**src/hdl/sia_pkg.sv**
```systemverilog
// Shared constants, types and the arctangent table for segment_include_angle.
// Depends on nothing; every other file of the block but sia_if uses it.
package sia_pkg;

  localparam int CoordWidthDef  = 24;
  localparam int CordicStepsDef = 16;
  localparam int AtanEntries    = 24;
  localparam int ScaleWidth     = 16;
  localparam int AngleWidth     = 15;
  localparam int ZWidth         = 26;
  localparam int CWidth         = 31;
  localparam int QueueDepth     = 4;
  localparam logic [ScaleWidth-1:0] ScaleReset = 16'd256;
  localparam logic signed [ZWidth-1:0] Deg90  = 26'sd5898240;
  localparam logic signed [ZWidth-1:0] Deg180 = 26'sd11796480;
  localparam logic [AngleWidth-1:0] AngleMax = 15'd23040;

  // Result of the front part: the normalized vector and start angle handed to the CORDIC.
  typedef struct packed {
    logic                     zero_out;
    logic                     degen;
    logic signed [CWidth-1:0] x;
    logic signed [CWidth-1:0] y;
    logic signed [ZWidth-1:0] z;
  } job_t;

  // Arctangent of 2^-i in degrees, Q.16, rounded.
  function automatic logic signed [ZWidth-1:0] atan_deg(input int i);
    logic signed [ZWidth-1:0] r;
    case (i)
      0: r = 26'sd2949120;  1: r = 26'sd1740967;  2: r = 26'sd919879;
      3: r = 26'sd466945;   4: r = 26'sd234379;   5: r = 26'sd117304;
      6: r = 26'sd58666;    7: r = 26'sd29335;    8: r = 26'sd14668;
      9: r = 26'sd7334;     10: r = 26'sd3667;    11: r = 26'sd1833;
      12: r = 26'sd917;     13: r = 26'sd458;     14: r = 26'sd229;
      15: r = 26'sd115;     16: r = 26'sd57;      17: r = 26'sd29;
      18: r = 26'sd14;      19: r = 26'sd7;       20: r = 26'sd4;
      21: r = 26'sd2;       22: r = 26'sd1;       default: r = '0;
    endcase
    return r;
  endfunction

endpackage

```
**src/hdl/sia_queue.sv**
```systemverilog
// Short queue between the front and back parts.
// Depends on sia_pkg for the item type and depth.
module sia_queue (
  input  logic clk_i,
  input  logic rst_ni,
  input  logic push_i,
  input  sia_pkg::job_t data_i,
  input  logic pop_i,
  output logic empty_o,
  output logic [2:0] count_o,
  output sia_pkg::job_t data_o
);
  sia_pkg::job_t mem_q [sia_pkg::QueueDepth];
  logic [1:0] wr_q, rd_q;
  logic [2:0] cnt_q;

  // Pointers and fill count.
  always_ff @(posedge clk_i or negedge rst_ni) begin
    if (!rst_ni) begin
      wr_q <= '0; rd_q <= '0; cnt_q <= '0;
    end else begin
      if (push_i) wr_q <= wr_q + 2'd1;
      if (pop_i) rd_q <= rd_q + 2'd1;
      cnt_q <= cnt_q + 3'(push_i) - 3'(pop_i);
    end
  end
  always_ff @(posedge clk_i) begin
    if (push_i) mem_q[wr_q] <= data_i;
  end
  assign data_o  = mem_q[rd_q];
  assign empty_o = (cnt_q == '0);
  assign count_o = cnt_q;
endmodule

```
**config.mk**
```make
export PLATFORM = sky130hd
export DESIGN_NAME = sia_queue
export DESIGN_NICKNAME = d
export VERILOG_FILES = /design/src/hdl/sia_pkg.sv /design/src/hdl/sia_queue.sv
export SDC_FILE = /design/constraint.sdc
export NUM_CORES = 1
export LEC_CHECK = 0
export BUFFER_PORTS_ARGS = -buffer_cell sky130_fd_sc_hd__buf_2
export CAP_MARGIN = 5
export CORE_ASPECT_RATIO = 1.5
export CORE_MARGIN = 2
export CORE_UTILIZATION = 25
export CTS_CLUSTER_DIAMETER = 100
export DETAILED_ROUTE_END_ITERATION = 10
export PLACE_DENSITY = 0.44
export RECOVER_POWER = 50
export SLEW_MARGIN = 5
export SYNTH_ARGS = -nofsm -noshare
export SYNTH_HDL_FRONTEND = slang
export SYNTH_SLANG_ARGS = --single-unit
```
**constraint.sdc**
```tcl
create_clock -name clk_i -period 2.95 [get_ports clk_i]
set_input_delay 0 -clock clk_i [delete_from_list [all_inputs] [get_ports clk_i]]
set_output_delay 0 -clock clk_i [all_outputs]
set_load 0.01 [all_outputs]
```
## Yosys cells after proc, flatten, opt, wreduce, memory -nomap -nowiden

Memory sizes are Yosys's and may differ from the RTL's.
Index checks and enable logic that the tools add are counted.

- Register bits: 7
- Memory bits (writable): 360
- Bits of input ports: 94
- Output and inout port bits: 94
- Logic and storage cells: 11
- Memories: 1

Memories:

| memory | words | bits a word | read ports | clocked after memory_dff | write ports | line | RTL |
|---|---|---|---|---|---|---|---|
| mem_q | 4 | 90 | 1 | 0 | 1 | sia_queue.sv:13 | `sia_pkg::job_t mem_q [sia_pkg::QueueDepth];` |

- Add/subtract/negate cells: 4
- Muxes and demuxes: 2
- Reductions and logical operators: 1

Operators by type and width:

| operator | count |
|---|---|
| adder 2 x 1 -> 2 bit, second input constant | 2 |
| adder 3 x 1 -> 3 bit | 1 |
| logical NOT 3 bit | 1 |
| subtractor 3 x 1 -> 3 bit | 1 |
| 2-to-1 mux 1 bit | 2 |

## Logic depth before layout (Yosys ltp)

- Depth after elaboration: 2
- Gate-level depth with buffers: 7
- Mapped depth without buffers: 7

## Least setup slack after synthesis

OpenSTA, ideal clock, no wires.

- Path type: register to register
- Start: register wr_q[0]
- End: memory mem_q[0][0] (netlist name), enable pin
- Setup time: 0.458 ns
- Arrival time: 2.708 ns
- Data required time: 2.492 ns
- Path slack: -0.217 ns
- Stages on the path, launching flop included: 4
- Buffers on the path: 0
- Clock period less this slack: 3.167 ns
- Cells stage by stage: dfrtp_1 -> inv_1 -> ha_1 -> and2_1

RTL lines:

| item | line | RTL |
|---|---|---|
| start: declaration | sia_queue.sv:14 | `logic [1:0] wr_q, rd_q;` |
| start signal: assignment | sia_queue.sv:22 | `if (push_i) wr_q <= wr_q + 2'd1;` |
| end: declaration | sia_queue.sv:13 |  |

No word-level cell before the write port.

## Worst setup path after layout

- Start: register wr_q[0]
- End: memory mem_q[2][33] (netlist name), enable pin

No word-level cell before the write port.

==> flow_summary.ini <==
[run_status]
status = finished, violations left
violations = max-capacitance violations, max-slew violations

[synthesis]
syn-num-nets = 604
synthCells = 503
synth-seq-cells = 367
synth_area_sq_um = 13400
ys_types = 15
synth.yosys.seq_area_share_pct = 82.1
avgSynthCellArea_sq_um = 26.6
ys.warnings.count = 0

[worst_setup_path]
reg2reg_from = wr_q[0]
crit_path_max_fanout = 51
reg2reg_to = mem_q[2][33]
ff2ff_setup_slack_ps = 430
required_ps = 3060
end_kind = flip-flop
arrival_ps = 2630
start_kind = flip-flop
r2r_cells = 4
crit_type = reg2reg

[sta]
worstMarginPinSlew_ps = 1760
clock_skew_ps = 8.96
fin_crit_ps = 2520
finalWorstSetupSlack_ps = 432
relSlewSlack_pct = -17.2
final-hold-violation-count = 0
setup_viol = 0
grt_setup_unrepaired = false
setup_tns_ps = 0
fmax_mhz = 397
min_period_over_period_pct = 85.4
slew_viol_final = 52

[floorplan]
fp.dieArea_sq_um = 55400
die-height_um = 287
io-pin-count = 188
placementRows = 103
start_util_pct = 25.4
coreArea_sq_um = 52700
die_width_um = 193

[global_route]
antenna_found_initial = 2
grt_use_total_pct = 10.6
grt_max_degree = 52
grt_pass1_wl_mm = 43.4
grt_overflow = 0
grt_pass1_vias = 7086

[power_and_ir_drop]
p_seq_share_pct = 44.2
intPower_w = 0.0116
netSwitchingFraction_pct = 29.0
power_switching_w = 0.00477
power_frac_comb_pct = 28.4
p_leak_nw = 5.65
clockPowerShare_pct = 27.4
ir_drop_mv = 0.472
powerDensity_nw_per_um2 = 952

[hold_path]
hold_path.class = in2reg
min_from = data_i[28]
hold_depth = 2
hold_end = mem_q[0][28]

[finish]
fin_nets = 924
fin_util_pct = 32.7
area_growth_pct = 28.9
layout-drive-gt1-share_pct = 30.4
final_cell_mix = edfxtp_1, clkbuf_1, dlygate4sd3_1, buf_2, mux4_2
postLayoutCellArea_sq_um = 17200
fill_cells = 5063
layout_commonest_cell = edfxtp_1
antenna_cells = 0

[clock_tree]
clk_pin_slew_ps = 60
postCtsHoldBufs = 94
clock_latency_ps = 520
post-cts-setup-buffers = 0
cts_root_buf = clkbuf_16
numCtsBuffers = 38
post_cts_resize_count = 0
htree_levels = 2
cts.sinks = 367
cts.path.max_buffers = 3
cts_tree = done

[detailed_routing]
ant_nets = 0
drtPass1Iterations = 4
wl_per_cell_um = 19.0
drt_iter0_drc = 204
via_count = 6287
drc = 0
drt_wl_total_mm = 29.0
viasPerCell = 4.10

[placement]
post_dp_cell_area_sq_um = 15300
gp_congestion = 0.675
dp_hpwl_mm = 17.5
port_buffers = 187
pre_cts_slack_ps = 999

[flow_run]
drv_cap = 1
## critical path, stage by stage, from the launching register on
cell	delay, ps
dfrtp_1	420
inv_1	100
ha_1	130
and2_0	130
clkbuf_2	1280
## synth_stat cells
library cell	n	area, sq um
inv_1	6	22.5
and2_1	4	25.0
o21ai_0	1	5.00
buf_4	1	7.51
buf_6	9	101
nand2_1	2	7.51
mux4_2	90	2030
fa_1	1	20.0
ha_1	6	75.1
xnor2_1	3	26.3
edfxtp_1	360	10800
buf_2	10	50.1
nor3_1	1	5.00
xor2_1	2	17.5
dfrtp_1	7	175
## sequential cells by signal (all words and copies together), names as in the netlist
register  flops
count_o       3
mem_q       360
rd_q          2
wr_q          2
## routing by layer
metal / up-vias / GRT usage [%] / share of wire (%)
met2: 140 / 19.2 / 53
met1: 3284 / 12.1 / 40
met4: 4 / 3.85 / 2.6
met5: - / 0 / 0.059
met3: 49 / 2.43 / 4.8
li1: 2810 / - / -
## how the worst max path moves through the flow
stage	startpoint	end	cells after the start
after floorplan	wr_q[0]	mem_q[0][0]	3
after global placement	rd_q[0]	data_o[55]	3
after detailed placement	rd_q[0]	data_o[30]	3
after CTS	rd_q[0]	data_o[30]	3
after global routing	wr_q[0]	mem_q[2][33]	4
final	wr_q[0]	mem_q[2][33]	4
## cells by family (layout without fill, tap and decap cells)
family                   after synthesis  after routing  synth area share (%)
buffers and inverters                 26            373                  1.36
AND/OR/NAND/NOR                        7              7                 0.281
adder cells (fa/ha/maj)                7              7                 0.711
multiplexers                          90             90                  15.2
flip-flops                           367            367                  82.1
XOR/XNOR                               5              5                 0.327
AO/OA/AOI/OAI                          1              1                0.0374
## metrics by stage
step / std cells / total power [W] / hold WS [ps]
after global placement: 1371 / 0.0122 / -138
after CTS: 1532 / 0.0169 / 184
after global routing: 1532 / 0.0173 / 267
after detailed placement: 1371 / 0.0122 / -138
final: 1532 / 0.0164 / 273
after floorplan: 503 / 0.0102 / -296
## power by group through the flow
stage	Clock [W]	Sequential (W)	Combinational [W]
finish	0.00451	0.00725	0.00466
global placement	0	0.00737	0.00482
floorplan	0	0.00710	0.00305
CTS	0.00469	0.00729	0.00493
global route	0.00488	0.00737	0.00511
detailed placement	0	0.00740	0.00482
## cell type report
cell class	count	area (sq um)	area share [%]
clock inverter	21	129	0.747
clock buffer	46	1040	6.06
timing repair buffer	300	1990	11.5
inverter	6	22.5	0.131
sequential	367	11000	63.8
multi-input combinational	110	2210	12.8
tap	682	853	4.95
Power figures use the tool's default switching activity.
