`src/hdl/sia_pkg.sv`:
```
// Shared constants, types and the arctangent table for segment_include_angle.
// Depends on nothing; every other file of the block but sia_if uses it.
package sia_pkg;

  localparam int CoordWidthDef  = 24;
  localparam int CordicStepsDef = 16;
  localparam int AtanEntries    = 24;
  localparam int ScaleWidth     = 16;
  localparam int AngleWidth     = 15;
  localparam int ZWidth         = 26;
  localparam int CWidth         = 31;
  localparam int QueueDepth     = 4;
  localparam logic [ScaleWidth-1:0] ScaleReset = 16'd256;
  localparam logic signed [ZWidth-1:0] Deg90  = 26'sd5898240;
  localparam logic signed [ZWidth-1:0] Deg180 = 26'sd11796480;
  localparam logic [AngleWidth-1:0] AngleMax = 15'd23040;

  // Result of the front part: the normalized vector and start angle handed to the CORDIC.
  typedef struct packed {
    logic                     zero_out;
    logic                     degen;
    logic signed [CWidth-1:0] x;
    logic signed [CWidth-1:0] y;
    logic signed [ZWidth-1:0] z;
  } job_t;

  // Arctangent of 2^-i in degrees, Q.16, rounded.
  function automatic logic signed [ZWidth-1:0] atan_deg(input int i);
    logic signed [ZWidth-1:0] r;
    case (i)
      0: r = 26'sd2949120;  1: r = 26'sd1740967;  2: r = 26'sd919879;
      3: r = 26'sd466945;   4: r = 26'sd234379;   5: r = 26'sd117304;
      6: r = 26'sd58666;    7: r = 26'sd29335;    8: r = 26'sd14668;
      9: r = 26'sd7334;     10: r = 26'sd3667;    11: r = 26'sd1833;
      12: r = 26'sd917;     13: r = 26'sd458;     14: r = 26'sd229;
      15: r = 26'sd115;     16: r = 26'sd57;      17: r = 26'sd29;
      18: r = 26'sd14;      19: r = 26'sd7;       20: r = 26'sd4;
      21: r = 26'sd2;       22: r = 26'sd1;       default: r = '0;
    endcase
    return r;
  endfunction

endpackage

```
`src/hdl/sia_back.sv`:
```
// Back part: unrolled pipelined CORDIC, fold and rounding, output register.
// Depends on sia_pkg.
module sia_back #(
  parameter int STEPS = sia_pkg::CordicStepsDef
) (
  input  logic clk_i,
  input  logic rst_ni,
  input  logic adv_i,
  input  logic in_valid_i,
  input  sia_pkg::job_t job_i,
  output logic out_valid_o,
  output logic [sia_pkg::AngleWidth-1:0] angle_o,
  output logic degen_o
);
  localparam int N  = (STEPS < sia_pkg::AtanEntries) ? STEPS : sia_pkg::AtanEntries;
  localparam int CW = sia_pkg::CWidth;
  localparam int ZW = sia_pkg::ZWidth;

  logic [N:0] v_q;
  sia_pkg::job_t st_q [N+1];

  // Stage input.
  always_ff @(posedge clk_i or negedge rst_ni) begin
    if (!rst_ni) v_q[0] <= 1'b0;
    else if (adv_i) v_q[0] <= in_valid_i;
  end
  always_ff @(posedge clk_i) begin
    if (adv_i) st_q[0] <= job_i;
  end

  // One micro-rotation per stage.
  for (genvar i = 0; i < N; i++) begin : g_rot
    sia_pkg::job_t nx;
    always_comb begin
      nx = st_q[i];
      if (!st_q[i].y[CW-1]) begin
        nx.x = st_q[i].x + (st_q[i].y >>> i);
        nx.y = st_q[i].y - (st_q[i].x >>> i);
        nx.z = st_q[i].z + sia_pkg::atan_deg(i);
      end else begin
        nx.x = st_q[i].x - (st_q[i].y >>> i);
        nx.y = st_q[i].y + (st_q[i].x >>> i);
        nx.z = st_q[i].z - sia_pkg::atan_deg(i);
      end
    end
    always_ff @(posedge clk_i or negedge rst_ni) begin
      if (!rst_ni) v_q[i+1] <= 1'b0;
      else if (adv_i) v_q[i+1] <= v_q[i];
    end
    always_ff @(posedge clk_i) begin
      if (adv_i) st_q[i+1] <= nx;
    end
  end

  // Clamp, fold, round to Q.7.
  logic signed [ZW-1:0] z;
  logic [ZW-1:0] r;
  logic [sia_pkg::AngleWidth-1:0] ang;
  always_comb begin
    z = st_q[N].z;
    if (z[ZW-1]) z = '0;
    if (z > sia_pkg::Deg180) z = sia_pkg::Deg180;
    if (z < sia_pkg::Deg90) z = sia_pkg::Deg180 - z;
    r = (ZW'(z) + ZW'(256)) >> 9;
    ang = (r > ZW'(sia_pkg::AngleMax)) ? sia_pkg::AngleMax : r[sia_pkg::AngleWidth-1:0];
    if (st_q[N].zero_out || st_q[N].degen) ang = '0;
  end
  assign out_valid_o = v_q[N];
  assign angle_o = ang;
  assign degen_o = st_q[N].degen && !st_q[N].zero_out;
endmodule

```
`config.mk`:
```
export PLATFORM = sky130hd
export DESIGN_NAME = sia_back
export DESIGN_NICKNAME = d
export VERILOG_FILES = /design/src/hdl/sia_pkg.sv /design/src/hdl/sia_back.sv
export SDC_FILE = /design/constraint.sdc
export NUM_CORES = 2
export LEC_CHECK = 0
export ABC_AREA = 0
export BUFFER_PORTS_ARGS = -buffer_cell sky130_fd_sc_hd__buf_2
export CORE_AREA = 4 4 482 484
export CTS_CLUSTER_DIAMETER = 40
export DETAILED_ROUTE_END_ITERATION = 10
export DIE_AREA = 0 0 486 488
export PLACE_DENSITY = 0.73
export REMOVE_ABC_BUFFERS = 1
export SYNTH_ARGS = -nofsm -noshare
export SYNTH_HDL_FRONTEND = slang
export SYNTH_SLANG_ARGS = --single-unit
```
`constraint.sdc`:
```
create_clock -name clk_i -period 4.9 [get_ports clk_i]
set_input_delay 1.47 -clock clk_i [delete_from_list [all_inputs] [get_ports clk_i]]
set_output_delay 1.47 -clock clk_i [all_outputs]
set_load 0.01 [all_outputs]
```
* Yosys cells after proc, flatten, opt, wreduce, memory -nomap -nowiden
Memories as Yosys holds them, arrays and structs flattened.
Index checks and enable logic that the tools add are counted.
** Word-level totals
- Bits in registers :: 17
- RAM bits :: 1530
- Bits of input ports :: 94
- Output and inout bits :: 17
- Word-level logic and storage cells :: 144
- Memories kept :: 1
** Cells by class
- Add/sub/neg operators :: 97
- $lt $le $gt $ge :: 3
- Multiplexer cells :: 23
- Reductions and logical operators :: 3
** Memory list
- st_q :: words 17, width 90, read ports 17, clocked after memory_dff 0, wr ports 17, RTL line sia_back.sv:20 : sia_pkg::job_t st_q [N+1];
** Operators with widths (count)
- 88-bit two-way mux :: 16
- 31-bit by 16-bit adder with 31-bit output :: 2
- 31-bit by 17-bit adder with 31-bit output :: 2
- 31-bit by 18-bit adder with 31-bit output :: 2
- 31-bit by 19-bit adder with 31-bit output :: 2
- 31-bit by 20-bit adder with 31-bit output :: 2
- 31-bit by 21-bit adder with 31-bit output :: 2
- 31-bit by 22-bit adder with 31-bit output :: 2
- 31-bit by 23-bit adder with 31-bit output :: 2
- 31-bit by 24-bit adder with 31-bit output :: 2
- 31-bit by 25-bit adder with 31-bit output :: 2
- 31-bit by 26-bit adder with 31-bit output :: 2
- 31-bit by 27-bit adder with 31-bit output :: 2
- 31-bit by 28-bit adder with 31-bit output :: 2
- 31-bit by 29-bit adder with 31-bit output :: 2
- 31-bit by 30-bit adder with 31-bit output :: 2
- 31-bit by 16-bit subtractor with 31-bit output :: 2
- 31-bit by 17-bit subtractor with 31-bit output :: 2
- 31-bit by 18-bit subtractor with 31-bit output :: 2
- 31-bit by 19-bit subtractor with 31-bit output :: 2
- 31-bit by 20-bit subtractor with 31-bit output :: 2
- 31-bit by 21-bit subtractor with 31-bit output :: 2
- 31-bit by 22-bit subtractor with 31-bit output :: 2
- 31-bit by 23-bit subtractor with 31-bit output :: 2
- other kinds (52) :: 64

* Logic depth before layout (Yosys ltp)
An unclocked memory read counts as a cell.
- Depth after elaboration :: 10
- Depth in mapped cells :: 21
- Gate-level depth less buffers :: 21

* Worst setup path before layout
OpenSTA, ideal clock, no wires.
- Path type :: register to output
- From :: memory st_q[4][11] in the netlist's numbering
- To :: output angle_o[2] in the netlist's numbering
- Arrival :: 3.462 ns
- Required time :: 3.430 ns
- Setup slack :: -0.032 ns
- Stages on the path, launching flop included :: 15
- Buffers on the path :: 1
- Path through :: edfxtp_1 or3_1 or2_0 buf_2 nor4_2 a21oi_2 a21oi_1 ha_1 nor3b_4 nand4bb_1 nand2b_1 xnor2_1 o21a_1 a211oi_4 nor2_1
** RTL lines
- from (decl) :: RTL line sia_back.sv:20
- to (decl) :: RTL line sia_back.sv:12 : output logic [sia_pkg::AngleWidth-1:0] angle_o,

==> flow_metrics.env <==
export IMPL_ys_types=100
export IMPL_setup_tns_ns=-10.21
export IMPL_ys_seq_area_share_pct=37.2
export IMPL_grt_usage_pct=22.5
export IMPL_critPathMaxFanout=4
export IMPL_worst_path_max_delay_cell="or4b_1"
export IMPL_dpl_worst_slack_ns=-0.267
export IMPL_clk_latency_ns=0.89
export IMPL_ys_ff_latch=1409
export IMPL_max_stage_delay_ns=0.46
export IMPL_grt_overflow=0
export IMPL_htree_levels=4
export IMPL_std_cell_rows=175
export IMPL_rr_worst_depth=19
export IMPL_syn2layout_area_growth_pct=13.7
export IMPL_syn_area_um2=113000
export IMPL_nFillCells=19200
export IMPL_synth_top_cell_area_share_pct=36.9
export IMPL_synthMostInstantiatedCell="edfxtp_1"
export IMPL_cts_path_max_buffers=3
export IMPL_slew_limit_headroom_pct=41.5
export IMPL_violations="negative setup slack"
export IMPL_avgSynthCellArea_um2=9.74
export IMPL_hp_class="reg2reg"
export IMPL_fin_cells=15400
export IMPL_first_iter_violations=6004
export IMPL_critical_path_buf_inv_count=2
export IMPL_nets=13600
export IMPL_core_area_um2=227000
export IMPL_status="finished, violations left"
export IMPL_viasPerCell=5.83
export IMPL_gp_congestion=0.959
export IMPL_drc=0
export IMPL_drive_gt1_share_pct=9.34
export IMPL_postSynthCellCount=11600
export IMPL_finalHoldViolations=0
export IMPL_multi_input_area_um2=69100
export IMPL_port_buffers=110
export IMPL_wl_per_cell_um=17.9
export IMPL_hold_depth=0
export IMPL_crit_required_ns=3.43
export IMPL_clk_pin_slew_ns=0.05
export IMPL_die_w_um=486
export IMPL_ant_nets=0
export IMPL_rsz0062_at_grt="true"
export IMPL_timing_worst_setup_path_type="reg2out"
export IMPL_fin_worst_skew_ns=0.0850
export IMPL_post_place_cells=15000
export IMPL_numCtsBuffers=226
export IMPL_end_kind="output port"
export IMPL_worst_slew_pin_slew_ns=0.877
export IMPL_via_count=89900
export IMPL_grt_pass1_vias=87600
export IMPL_startpoint_type="flop"
export IMPL_grt_pass1_wl_mm=444
export IMPL_setup_viol=15
export IMPL_final_util_pct=56.7
export IMPL_dpl_hpwl_mm=217
export IMPL_cp_depth=14
export IMPL_grt_max_degree=114
export IMPL_cpLargestDelayFamily="compound AO/OA/AOI/OAI gates"
export IMPL_max_freq_mhz=172
export IMPL_synth_edff_count=1392
export IMPL_die_area_um2=237000
export IMPL_postSynth_asyncResetShare_pct=1.21
export IMPL_initial_utilization_pct=49.9
export IMPL_seq_area_um2=42200
export IMPL_ys_warn_count=0
export IMPL_root_buffer="clkbuf_16"
export IMPL_synth_top_cell_by_area="edfxtp_1"
export IMPL_maxCapViolations=0
export IMPL_period_minus_slack_ns=5.82
export IMPL_fin_crit_sh_pct=119
export IMPL_path_cells="and3_2 -> a311oi_4 -> a211oi_1 -> mux2i_2 -> ha_2 -> nor3b_4 -> buf_4 -> or4b_1 -> o21a_1 -> o21ai_1 -> a41o_1 -> a211oi_4 -> nor4_2 -> buf_2"
export IMPL_ys_top_cells_by_count="edfxtp_1 (1,392), ha_1 (1,286), nor2_1 (1,210), xnor2_1 (1,111), a21oi_1 (1,091)"
export IMPL_clkSinkCount=1409
export IMPL_ys_flop_type="edfxtp_1"
export IMPL_antenna_found_initial=2
export IMPL_setup_ws_ns=-0.917
export IMPL_die_h_um=488
export IMPL_synthTopCellsByArea="edfxtp_1 (37%), ha_1 (14%), xnor2_1 (8.6%)"
export IMPL_arrival_ns=4.35
export IMPL_cts_tree="built"
export IMPL_drv_slew=0
export IMPL_drtPass1Iterations=6
export IMPL_drt_wl_total_mm=277
export IMPL_io_pins=111
-- metal layers --
layer	GRT usage, %	vias to the layer above	wire (um)
met5	0	-	0
met4	8.70	0	10900
met3	3.14	573	16100
met2	38.9	2696	132000
met1	28.6	42300	118000
li1	-	44300	-
-- worst paths after layout --
kind,start,slack (ns),end
setup / recovery,st_q[4][21],-0.92,angle_o[5]
hold / removal,st_q[3][90],0.41,st_q[3][180]
setup reg to reg,st_q[0][211],0.21,st_q[0][357]
hold reg to reg,st_q[3][90],0.41,st_q[3][180]
max in group asynchronous,rst_ni,4.05,v_q[12]
min in group asynchronous,rst_ni,0.58,v_q[9]
-- metrics by stage --
stage	cell area, um^2	hold slack (ns)
finish	129000	0.413
floorplan	113000	0.400
global placement	120000	0.401
CTS	128000	0.408
detailed placement	120000	0.405
global route	129000	0.416
-- sequential cells by signal, summed over array words and instances (netlist names) --
| register | count |
|---|---|
| out_valid_o | 1 |
| st_q | 1392 |
| v_q | 16 |
-- worst reg2reg max path: stages, from the launching register on --
cell and delay (ns):
edfxtp_1 0.40, nor3_2 0.24, nand2b_1 0.14, nor4_2 0.34, nand2b_1 0.13, or4_1 0.43
buf_4 0.16, nor3_2 0.17, a21oi_1 0.11, xnor2_1 0.14, ha_1 0.34, a21o_1 0.20
nand4b_1 0.18, o22ai_2 0.19, nand4b_1 0.18, a41oi_2 0.19, a2111o_1 0.44, a31o_2 0.25
a21oi_2 0.14, xor2_1 0.08
-- final cells by class --
| cell class | instances | share of cell area, % |
|---|---|---|
| diodes | 1 | 0.00194 |
| clock buffers | 238 | 4.42 |
| multi-input cells | 9538 | 53.6 |
| well taps | 3009 | 2.92 |
| repair buffers | 487 | 2.86 |
| clock inverters | 192 | 1.82 |
| inverters | 550 | 1.60 |
| flip-flops and latches | 1409 | 32.8 |
-- cells in the final DEF, fill, tap and decap left out, drive strengths merged, types with 101 or more instances in the layout --
master	synthesis	final
nand2	563	563
xnor2	1111	1111
nand3	209	209
a31oi	118	118
o21ai	503	503
a211oi	106	107
xor2	533	533
a21o	379	379
buf	32	487
clkbuf	114	238
and3	144	144
nor2b	176	176
nor4	101	101
edfxtp	1392	1392
a21oi	1093	1093
inv	547	616
nor3	384	384
ha	1286	1286
o21a	196	196
nor2	1210	1210
o21bai	116	116
nand2b	167	167
-- kinds of logic (layout without fill, tap and decap cells) --
| group | Yosys count | count (layout) | synth area share (%) |
|---|---|---|---|
| XOR/XNOR | 1644 | 1644 | 12.7 |
| other | 0 | 1 | 0 |
| AND/OR/NAND/NOR | 3364 | 3364 | 14.3 |
| AO/OA/AOI/OAI | 3123 | 3124 | 17.8 |
| adder cells (fa/ha/maj) | 1330 | 1330 | 15.0 |
| flip-flops | 1409 | 1409 | 37.2 |
| buffers and inverters | 696 | 1467 | 2.32 |
| multiplexers | 76 | 76 | 0.724 |
-- repair_timing --
action,4_1_cts,5_1_grt
setup endpoints to repair,17,89
pin swaps,19,17
buffers inserted,9,17
hold buffers,0,0
gates cloned,1,0
resized for setup,34,87
Power is left out: the tool's default activity adds up to more than one toggle a clock period on the data nets, which glitch-free logic cannot reach.
